**src/sv/fpst_pkg.sv**
```systemverilog
package fpst_pkg;

  localparam int SIZE   = 1024;
  localparam int IDX_W  = $clog2(SIZE);
  localparam int POS_W  = 11;
  localparam int DATA_W = 64;
  localparam int REQ_W  = 2;

  localparam logic [REQ_W-1:0] REQ_UPDATE = 2'd0;
  localparam logic [REQ_W-1:0] REQ_QUERY  = 2'd1;
  localparam logic [REQ_W-1:0] REQ_CLEAR  = 2'd2;

  // controller to datapath
  typedef struct packed {
    logic load;       // capture a new update or query
    logic step;       // read the next tree entry and advance the index
    logic clr_start;  // restart the clearing sweep
    logic clr_step;   // zero one entry of the sweep
    logic out_load;   // move the finished sum into the output register
  } cmd_t;

  // datapath to controller
  typedef struct packed {
    logic walk_done;  // no more entries to visit
    logic pend;       // read data of the previous step still to be used
    logic clr_last;   // sweep is at the last entry
    logic out_busy;   // output register holds an untaken item
  } sts_t;

endpackage

```
**src/sv/fpst_ctrl.sv**
```systemverilog
module fpst_ctrl (
  input  logic                       clk,
  input  logic                       rst_n,
  input  logic                       in_valid,
  input  logic [fpst_pkg::REQ_W-1:0] in_req_type,
  output logic                       in_ready,
  input  logic                       out_ready,
  input  fpst_pkg::sts_t             sts,
  output fpst_pkg::cmd_t             cmd
);

  typedef enum logic [3:0] {
    ST_CLEAR = 4'b0001,
    ST_IDLE  = 4'b0010,
    ST_WALK  = 4'b0100,
    ST_DONE  = 4'b1000
  } state_t;

  state_t state_r;
  state_t state_nxt;
  logic   is_query_r;
  logic   is_query_nxt;
  logic   accept;

  assign in_ready = (state_r == ST_IDLE);
  assign accept   = in_valid && in_ready;

  always_comb begin
    state_nxt     = state_r;
    is_query_nxt  = is_query_r;
    cmd           = '0;
    case (state_r)
      ST_CLEAR: begin
        cmd.clr_step = 1'b1;
        if (sts.clr_last) begin
          state_nxt = ST_IDLE;
        end
      end
      ST_IDLE: begin
        if (accept) begin
          case (in_req_type)
            fpst_pkg::REQ_UPDATE,
            fpst_pkg::REQ_QUERY: begin
              cmd.load     = 1'b1;
              is_query_nxt = (in_req_type == fpst_pkg::REQ_QUERY);
              state_nxt    = ST_WALK;
            end
            fpst_pkg::REQ_CLEAR: begin
              cmd.clr_start = 1'b1;
              state_nxt     = ST_CLEAR;
            end
            default: begin
              state_nxt = ST_IDLE;
            end
          endcase
        end
      end
      ST_WALK: begin
        cmd.step = !sts.walk_done;
        if (sts.walk_done && !sts.pend) begin
          state_nxt = is_query_r ? ST_DONE : ST_IDLE;
        end
      end
      ST_DONE: begin
        if (!sts.out_busy || out_ready) begin
          cmd.out_load = 1'b1;
          state_nxt    = ST_IDLE;
        end
      end
      default: begin
        state_nxt = ST_IDLE;
      end
    endcase
  end

  always_ff @(posedge clk) begin
    if (!rst_n) begin
      state_r    <= ST_CLEAR;
      is_query_r <= 1'b0;
    end else begin
      state_r    <= state_nxt;
      is_query_r <= is_query_nxt;
    end
  end

  a_no_step_in_clear: assert property (@(posedge clk) disable iff (!rst_n)
    !(cmd.step && cmd.clr_step))
    else $error("walk step during clearing sweep");

  a_no_overwrite: assert property (@(posedge clk) disable iff (!rst_n)
    cmd.out_load |-> (!sts.out_busy || out_ready))
    else $error("untaken result overwritten");

  a_reset_clears: assert property (@(posedge clk)
    !rst_n |=> !in_ready)
    else $error("input taken before clearing sweep");

  a_pend_in_walk: assert property (@(posedge clk) disable iff (!rst_n)
    sts.pend |-> (state_r == ST_WALK))
    else $error("read data pending outside walk");

endmodule

```
**config.mk**
```make
export PLATFORM = sky130hd
export DESIGN_NAME = fpst_ctrl
export DESIGN_NICKNAME = d
export VERILOG_FILES = /design/src/sv/fpst_pkg.sv /design/src/sv/fpst_ctrl.sv
export SDC_FILE = /design/constraint.sdc
export NUM_CORES = 1
export LEC_CHECK = 0
export ABC_AREA = 0
export BUFFER_PORTS_ARGS = -buffer_cell sky130_fd_sc_hd__buf_2
export CORE_AREA = 2 2 39 41
export CTS_CLUSTER_DIAMETER = 30
export DETAILED_ROUTE_END_ITERATION = 16
export DIE_AREA = 0 0 41 43
export GPL_TIMING_DRIVEN = 0
export PLACE_DENSITY_LB_ADDON = 0.3
export RECOVER_POWER = 50
export SYNTH_ARGS = -nofsm -noshare
export SYNTH_HDL_FRONTEND = slang
export SYNTH_SLANG_ARGS = --single-unit
```
**constraint.sdc**
```tcl
create_clock -name clk -period 2.05 [get_ports clk]
set_input_delay 0.615 -clock clk [delete_from_list [all_inputs] [get_ports clk]]
set_output_delay 0.615 -clock clk [all_outputs]
set_load 0.01 [all_outputs]
```
**Yosys cells after proc, flatten, opt, wreduce, memory -nomap -nowiden**

Index checks and enable logic that the tools add are counted.

- Register bits after elaboration: 5
- Input port bits: 10
- Output and inout port bits: 6
- Word-level logic and storage cells: 39

- Eq/ne operators: 10
- Multiplexer cells: 17
- Reductions and logical operators: 10

Operators by type and width:

| operator | count |
|---|---|
| two-way mux 4 bit | 5 |
| case mux 4 bit (4 select lines) | 1 |
| two-way mux 1 bit | 10 |
| != test 2 bit, second input constant | 3 |
| case mux 3 bit (2 select lines) | 1 |
| == test 4 x 1 -> 1 bit, second input constant | 1 |
| == test 4 x 2 -> 1 bit, second input constant | 1 |
| == test 4 x 3 -> 1 bit, second input constant | 1 |
| == test 4 bit, second input constant | 1 |
| AND reduction 4 bit | 1 |
| zero test 1 bit | 3 |
| AND reduction 3 bit | 1 |
| == test 2 x 1 -> 1 bit, second input constant | 1 |
| == test 2 bit, second input constant | 1 |
| logical AND 1 bit | 2 |
| zero test 2 bit | 1 |
| != test 2 x 1 -> 1 bit, second input constant | 1 |
| OR reduction 2 bit | 1 |
| logical OR 1 bit | 1 |

**Depth between registers and ports, before layout**

Gate-level depths: netlist of run 1.

- Depth after elaboration: 5
- Depth in mapped cells: 4
- Mapped depth without buffers: 4

**Worst setup path after synthesis of run 1**

Ideal clock, no wire load.

- Kind: reg-to-output
- Start: register state_r[3]
- End: output port cmd[4] (netlist bit)
- Arrival: 1.113 ns
- Data required time: 1.435 ns
- Path slack: 0.322 ns
- Cell stages (with the launch flop): 4
- Path buffers: 0
- Path through: dfxtp_1 or4b_4 clkinv_2 and2_4

RTL lines:

| element | RTL line | source |
|---|---|---|
| from (decl) | fpst_ctrl.sv:19 | `state_t state_r;` |
| from (signal assigned) | fpst_ctrl.sv:81 | `state_r <= state_nxt;` |
| to (decl) | fpst_ctrl.sv:9 | `output fpst_pkg::cmd_t cmd` |

==> results of run 1 <==
[per-layer routing]
metal	share of wire [%]	GRT usage, %
met3	10	1.571
met1	45	12.62
met5	0	0
met4	0	10.00
met2	44	14.37
[kinds of logic (layout without fill, tap and decap cells)]
logic type	Yosys count	count (layout)	synth area share [%]
and+or+nand+nor	17	17	39.05
AOI/OAI and AO/OA	9	9	22.71
DFF	5	5	31.87
buffers and inverters	5	27	6.372
[report_power, final]
part	internal (mW)	switching (mW)	total [mW]	leakage [nW]
clock network	0.0734	0.0379	0.111	0.0150
logic	0.0327	0.0262	0.0589	0.168
registers	0.103	0.00423	0.107	0.0415
[registers in the layout, indices dropped and copies added (netlist names)]
register and count:
is_query_r 1, state_r 4
[worst max-delay path: stages, from the launching register on]
cell	delay (ns)
dfxtp_2	0.32
or4b_4	0.59
clkinv_4	0.08
and2_4	0.14
buf_6	0.09
[area by class of cell]
| type | count | area, um^2 |
|---|---|---|
| multi-input cells | 26 | 202.7 |
| well taps | 16 | 20.02 |
| flip-flops and latches | 5 | 102.6 |
| clock buffers | 4 | 26.28 |
| inverters | 5 | 23.77 |
| fillers | 154 | 898.4 |
| repair buffers | 18 | 110.1 |
[placed cells by master, fill, tap and decap left out]
master     count
clkbuf_4       3
buf_4          3
dfxtp_1        3
nand2_1        2
nand2b_1       1
nand3_1        1
buf_2         13
nor2_1         1
nor3_4         1
a21bo_2        1
o32ai_1        2
clkbuf_1       1
or2_1          1
or4b_4         2
a21oi_1        1
o21a_1         2
o2bb2ai_1      1
buf_6          2
inv_1          4
nor3b_1        1
nor4b_1        1
clkinv_4       1
nor3_1         1
nor2b_1        2
and2_4         1
dfxtp_2        2
nor2_2         1
or4b_1         1
a21boi_1       1
a21o_1         1
[path summary, 6_finish.rpt]
path	slack, ns	end
hold reg to reg	0.57	is_query_r
setup / recovery	-0.02	cmd[4]
hold / removal	0.57	is_query_r
setup reg to reg	0.56	state_r[1]
[through the flow]
step	instance area, um^2	setup TNS (ns)	std cells	power, mW
floorplan	314.1	0	36	0.1342
global route	485.5	-0.1439	74	0.2969
detailed placement	409.1	0	67	0.1544
finish	485.5	-0.01906	74	0.2777
global placement	409.1	0	67	0.1542
CTS	474.2	-0.02901	73	0.2794
[timing repair]
item	4_1_cts	5_1_grt
setup endpoints to repair	2	5
pin swaps	2	0
cloned	0	0
gates resized for setup	5	2
buffers inserted	2	1
==> results.toml, run 1 <==
[layout]
post-route-util_pct = 35.08
synthToLayoutAreaGrowth_pct = 54.58
layout-drive-gt1-share_pct = 51.72
diodes = 0
final_nets = 69

[yosys]
ys_warn_count = 0
async_reset_ff_share_pct = 0
ys_top_cells_by_area = "dfxtp_1, or4b_4, o32ai_1"
synth_flop_cell = "dfxtp_1"
syn-cell-area_um2 = 314.1
synth_top_area_share_pct = 31.87
yosysSeqAreaShare_pct = 31.87
synth_edf_count = 0
yosysUniqueCellTypes = 23
synth_common_cells = "dfxtp_1, inv_1"
synth.most_common_cell = "dfxtp_1"
avgSynthCellArea_um2 = 8.724
syn_nets = 46
yosys.area.top_type = "dfxtp_1"
syn_inst = 36
ys_ff_latch = 5

[critical_path]
critPathMaxFanout = 4
start_kind = "register"
cp.arrival_ns = 1.45
crit_path_end_kind = "primary output"
ff2ff_path_depth = 6
cp.required_ns = 1.43
crit_path_start = "state_r[0]"
path_class = "register to primary output"
worstReg2RegStart = "state_r[0]"

[run_status]
violations = "setup timing"
outcome = "finished, violations left"

[routing]
drt_iter0_markers = 7
drc_errors = 0
wl_um = 724
ant_nets = 0
first_pass_iters = 4
avgRoutedWirePerCell_um = 9.784
vias = 339
avgViaCountPerCell = 4.581

[global_route]
grt_overflow = 0
grt_max_degree = 6
antenna_found_initial = 0
grt_pass1_wl_um = 1214
grt_pass1_vias = 340
grt_use_total_pct = 10.36

[clock_tree]
clockRootBuffer = "clkbuf_4"
clkTransAtPathRegs_ns = 0.04
cts_tree = "done"
htreeDepth = 1
cts_sinks = 5
clk_latency_ns = 0.24
cts_hold_buf = 0
cts_buffers = 3
cts_max_path_buffers = 2

[floorplan]
num_io_pins = 16
initial_utilization_pct = 22.69
placementRows = 14
die_x_um = 41
fp.dieH_um = 43
die-area_um2 = 1763
coreArea_um2 = 1384

[timing]
min_period_over_period_pct = 100.9
rsz0062_at_grt = "yes"
fin_worst_skew_ns = 0.002129
layout_setup_ws_ns = -0.01906
setup_viol = 1
finalHoldViolCount = 0
maxSlewHeadroom_pct = 73.09
period_minus_slack_ns = 2.069
max_freq_mhz = 483.3
worst_hold_slack_ns = 0.5680
finalMaxSlewViolations = 0
worst_pin_slew_ns = 0.3980

[min_path]
holdPathStages = 3
holdCritStartpoint = "is_query_r"
holdCritPathClass = "register to register"

[place]
place_hpwl_um = 555.5
finalWeightedCongestion = 0.6291
dp_slack_ns = 0.2042
portBuffers = 15

[run]
maxCapViolCount = 0

[pwr]
power_per_cell_area_nw_per_um2 = 571.9
vdd_drop_max_mv = 0.2056
p_leak_nw = 0.2241
No activity file was read; power rests on OpenSTA's default activity.
==> run 2, diff against run 1 <==
Settings changed: CORE_AREA 2 2 39 41 to 5 5 42 44, DIE_AREA 0 0 41 43 to 0 0 47 49.
==> results.toml, run 2 (synthesis gave the netlist of run 1 again) <==
[critical_path]
ff2ff_path_depth = 5
critPathMaxFanout = 4
rr_endpoint = "state_r[1]"
worstPathCellList = "or4b_4 -> clkinv_4 -> and2_4 -> buf_6"
crit_path_start = "state_r[0]"
reg2reg_slack_ns = 0.64
start_kind = "register"
crit_path_end_kind = "primary output"
crit_end = "cmd[4]"
path_class = "register to primary output"
crit_path_max_incr_delay_ns = 0.58
cp_slowest_cell = "or4b_4"
worstReg2RegStart = "state_r[0]"
cp.required_ns = 1.43
cp.arrival_ns = 1.45

[routing]
vias = 336
drc_errors = 0
avgRoutedWirePerCell_um = 9.986
ant_nets = 0
avgViaCountPerCell = 4.541
drt_iter0_markers = 1
first_pass_iters = 4
wl_um = 739

[timing]
worst_pin_slew_ns = 0.3440
worst_hold_slack_ns = 0.6057
period_minus_slack_ns = 2.068
finalMaxSlewViolations = 0
maxSlewHeadroom_pct = 76.74
max_freq_mhz = 483.6
setup_viol = 2
layout_setup_ws_ns = -0.01794
rsz0062_at_grt = "yes"
finalHoldViolCount = 0
fin_worst_skew_ns = 0.004273
min_period_over_period_pct = 100.9

[layout]
synthToLayoutAreaGrowth_pct = 52.59
layout_commonest_cell = "buf_2"
regMostFlops = "state_r"
largest_reg_flops = 4
fillers = 161
layout-drive-gt1-share_pct = 51.72
final_cell_mix = "buf_2, inv_1, clkbuf_4, dfxtp_1, buf_4"
reg.largest.list = "state_r: 4 flops, is_query_r: 1 flops"
diodes = 0
final_nets = 69
final_cells = 74

[global_route]
grt_use_met3_pct = 1.476
grt_pass1_vias = 331
antenna_found_initial = 0
grtUsageMet2_pct = 10.18
grt_pass1_wl_um = 1290
grt_use_total_pct = 7.828
grtUsageMet1_pct = 9.713
grt_overflow = 0
grt_max_degree = 6
grt.busiest_layer = "met2"

[pwr]
seqPwrFrac_pct = 38.7
p_sw_mw = 0.07138
p_int_mw = 0.2050
power_per_cell_area_nw_per_um2 = 576.7
switching_share_pct = 25.83
vdd_drop_max_mv = 0.1915
clockPowerShare_pct = 42.3
power_frac_comb_pct = 19.0
p_leak_nw = 0.2228

[place]
dp_cells = 67
place_hpwl_um = 611.8
finalWeightedCongestion = 0.6966
portBuffers = 15

[floorplan]
num_io_pins = 16
placementRows = 14
initial_utilization_pct = 22.41
coreArea_um2 = 1401
die-area_um2 = 2303
fp.dieH_um = 49
die_x_um = 47

[run]
maxCapViolCount = 0

[clock_tree]
clkTransAtPathRegs_ns = 0.05
cts_max_path_buffers = 2
cts_sinks = 5
cts_buffers = 3
clockRootBuffer = "clkbuf_4"
clk_latency_ns = 0.25
cts_tree = "done"
htreeDepth = 1

[run_status]
outcome = "finished, violations left"
violations = "setup timing"

[min_path]
holdCritPathClass = "register to register"
## run 2: repair_timing
item	CTS	global route
hold buffers	0	0
resized for setup	4	2
pin swaps	2	1
setup buffers	3	0
endpoints found under the setup margin	2	4
## run 2: per-stage QoR
stage	setup WS, ns	power (mW)	instance area, um^2	TNS (ns)	utilization, %
after floorplan	0.3219	0.1342	314.1	0	-
after global placement	0.1932	0.1543	409.1	0	29.20
after detailed placement	0.2003	0.1547	409.1	0	29.20
after CTS	-0.01918	0.2788	475.5	-0.03258	33.93
after global routing	-0.06627	0.2949	479.2	-0.1791	34.20
final	-0.01794	0.2764	479.2	-0.02722	34.20
## run 2: worst max-delay path, delay by kind of cell, from the launching register on
kind,cells,cell delay (ns)
AND/OR/NAND/NOR,2,0.71
buffers and inverters,2,0.16
flip-flops,1,0.32
## run 2: power by group through the flow
stage	sequential (mW)	combinational (mW)	clock [mW]
final	0.107	0.0526	0.117
after floorplan	0.107	0.0268	0
after global placement	0.108	0.0462	0
after global routing	0.108	0.0579	0.129
after detailed placement	0.108	0.0463	0
after CTS	0.107	0.0535	0.118
## run 2: per-layer routing
metal	up-vias	wire length (um)
li1	175	-
met1	144	342
met2	14	318
met3	3	55
met4	0	23
met5	-	0
## run 2: how the worst min path moves through the flow
stage | from | endpoint | depth (start not counted)
2_1_floorplan | is_query_r | is_query_r | 3
3_3_place_gp | is_query_r | is_query_r | 3
3_5_place_dp | is_query_r | is_query_r | 3
4_1_cts | is_query_r | is_query_r | 3
5_1_grt | rst_n | state_r[2] | 2
6_report | is_query_r | is_query_r | 3
## run 2: area by class of cell
class | count | area, um^2 | share of cell area, %
clock buffer | 4 | 26.28 | 5.483
timing repair buffer | 18 | 103.9 | 21.67
tap | 16 | 20.02 | 4.178
inverter | 5 | 23.77 | 4.961
multi-input combinational | 26 | 202.7 | 42.30
sequential | 5 | 102.6 | 21.41
==> run 3, diff against run 2 <==
Settings changed: CELL_PAD_IN_SITES_DETAIL_PLACEMENT set to 1, CELL_PAD_IN_SITES_GLOBAL_PLACEMENT set to 1.
==> results.toml, run 3 (synthesis gave the netlist of run 1 again) <==
[global_route]
grt_max_degree = 6
antenna_found_initial = 0
grt_pass1_vias = 393
grt_use_total_pct = 9.078
grt_overflow = 0
grt_pass1_wl_um = 1469

[min_path]
holdCritPathClass = "register to register"
holdPathStages = 3
whs_endpoint = "is_query_r"
holdCritStartpoint = "is_query_r"

[layout]
layout_commonest_cell = "buf_2"
largest_reg_flops = 4
regMostFlops = "state_r"
layout-drive-gt1-share_pct = 49.12
reg.largest.list = "state_r: 4 flops, is_query_r: 1 flops"
synthToLayoutAreaGrowth_pct = 51.39
final_cell_mix = "buf_2, inv_1, clkbuf_4, dfxtp_1"
final_nets = 68
fillers = 185
fin_area_um2 = 475.5
final_cells = 73
diodes = 0

[routing]
drt_iter0_markers = 1
avgRoutedWirePerCell_um = 11.58
vias = 356
ant_nets = 0
wl_um = 845
avgViaCountPerCell = 4.877
first_pass_iters = 4
drc_errors = 0

[pwr]
p_int_mw = 0.2077
seqPwrFrac_pct = 38.4
power_frac_comb_pct = 20.4
vdd_drop_max_mv = 0.2428
switching_share_pct = 25.65
p_sw_mw = 0.07164
p_leak_nw = 0.2191
power_per_cell_area_nw_per_um2 = 587.5
clockPowerShare_pct = 41.2

[floorplan]
coreArea_um2 = 1401
die_x_um = 47
num_io_pins = 16
fp.dieH_um = 49
initial_utilization_pct = 22.41
placementRows = 14
die-area_um2 = 2303

[clock_tree]
cts_sinks = 5
cts_buffers = 3
cts_tree = "done"
clockRootBuffer = "clkbuf_4"
cts_max_path_buffers = 2
clk_latency_ns = 0.24
htreeDepth = 1
clkTransAtPathRegs_ns = 0.04

[timing]
min_period_over_period_pct = 100.8
layout_setup_ws_ns = -0.01742
finalHoldViolCount = 0
setup_tns_ns = -0.01742
period_minus_slack_ns = 2.067
setup_viol = 1
worst_hold_slack_ns = 0.5828
rsz0062_at_grt = "yes"
fin_worst_skew_ns = 0.001001
finalMaxSlewViolations = 0
worst_pin_slew_ns = 0.3525
max_freq_mhz = 483.7
maxSlewHeadroom_pct = 76.17

[critical_path]
rr_endpoint = "state_r[1]"
crit_path_start = "state_r[0]"
ff2ff_path_depth = 5
path_class = "register to primary output"
reg2reg_slack_ns = 0.63
worstReg2RegStart = "state_r[0]"
start_kind = "register"
crit_path_end_kind = "primary output"
critPathMaxFanout = 4
cp.arrival_ns = 1.45
cp.required_ns = 1.43

[place]
place_hpwl_um = 702.6
portBuffers = 15
dpl-instance-area_um2 = 409.1
dp_slack_ns = 0.1951
finalWeightedCongestion = 0.6603
dp_cells = 67

[run_status]
outcome = "finished, violations left"
violations = "setup timing"

[run]
maxCapViolCount = 0
-- run 3: cell count changes in the layout (fill, tap and decap cells not counted) --
cell	change
nor2_2	-1
a21boi_0	-1
a21boi_1	+1
buf_6	+1
nor2_1	+1
buf_2	-1
buf_4	-1
-- run 3: layout make-up --
class	instances	area, um^2	area share, %
Multi-Input combinational cell	26	200.2	42.11
Sequential cell	5	102.6	21.58
Timing Repair Buffer	17	102.6	21.58
Clock buffer	4	26.28	5.526
Inverter	5	23.77	5.000
Tap cell	16	20.02	4.211
-- run 3: worst max path at each step --
stage	slack, ns	endpoint
after detailed placement	0.20	cmd[4]
after global routing	-0.07	cmd[2]
after global placement	0.20	cmd[4]
after floorplan	0.32	cmd[4]
final	-0.02	cmd[4]
after CTS	-0.02	cmd[4]
-- run 3: metrics by stage --
step                      utilization [%]  power [mW]
after global routing                33.93      0.2959
after floorplan                         -      0.1342
after CTS                           33.39      0.2834
after detailed placement            29.20      0.1561
after global placement              29.20      0.1546
final                               33.93      0.2793
-- run 3: critical path, stage by stage (launching register included) --
cell and delay [ns]:
dfxtp_2 0.32, or4b_4 0.58, clkinv_4 0.07, and2_4 0.14
buf_6 0.09
-- run 3: per-layer routing --
metal	up-vias	global-route usage [%]	wire (um)
met5	-	0	0
met4	0	8.295	34
met3	4	2.214	50
met2	13	14.48	442
met1	167	8.991	319
li1	172	-	-
-- run 3: timing repair --
item,4_1_cts,5_1_grt
buffers inserted,2,0
hold buffers,0,0
endpoints found under the setup margin,2,4
pin swaps,2,0
resized for setup,4,2
-- run 3: power by group through the flow --
| stage | registers (mW) | clock network [mW] | logic, mW |
|---|---|---|---|
| 2_1_floorplan | 0.107 | 0 | 0.0268 |
| 3_3_place_gp | 0.108 | 0 | 0.0465 |
| 3_5_place_dp | 0.109 | 0 | 0.0475 |
| 4_1_cts | 0.107 | 0.120 | 0.0566 |
| 5_1_grt | 0.108 | 0.125 | 0.0629 |
| 6_report | 0.107 | 0.115 | 0.0570 |
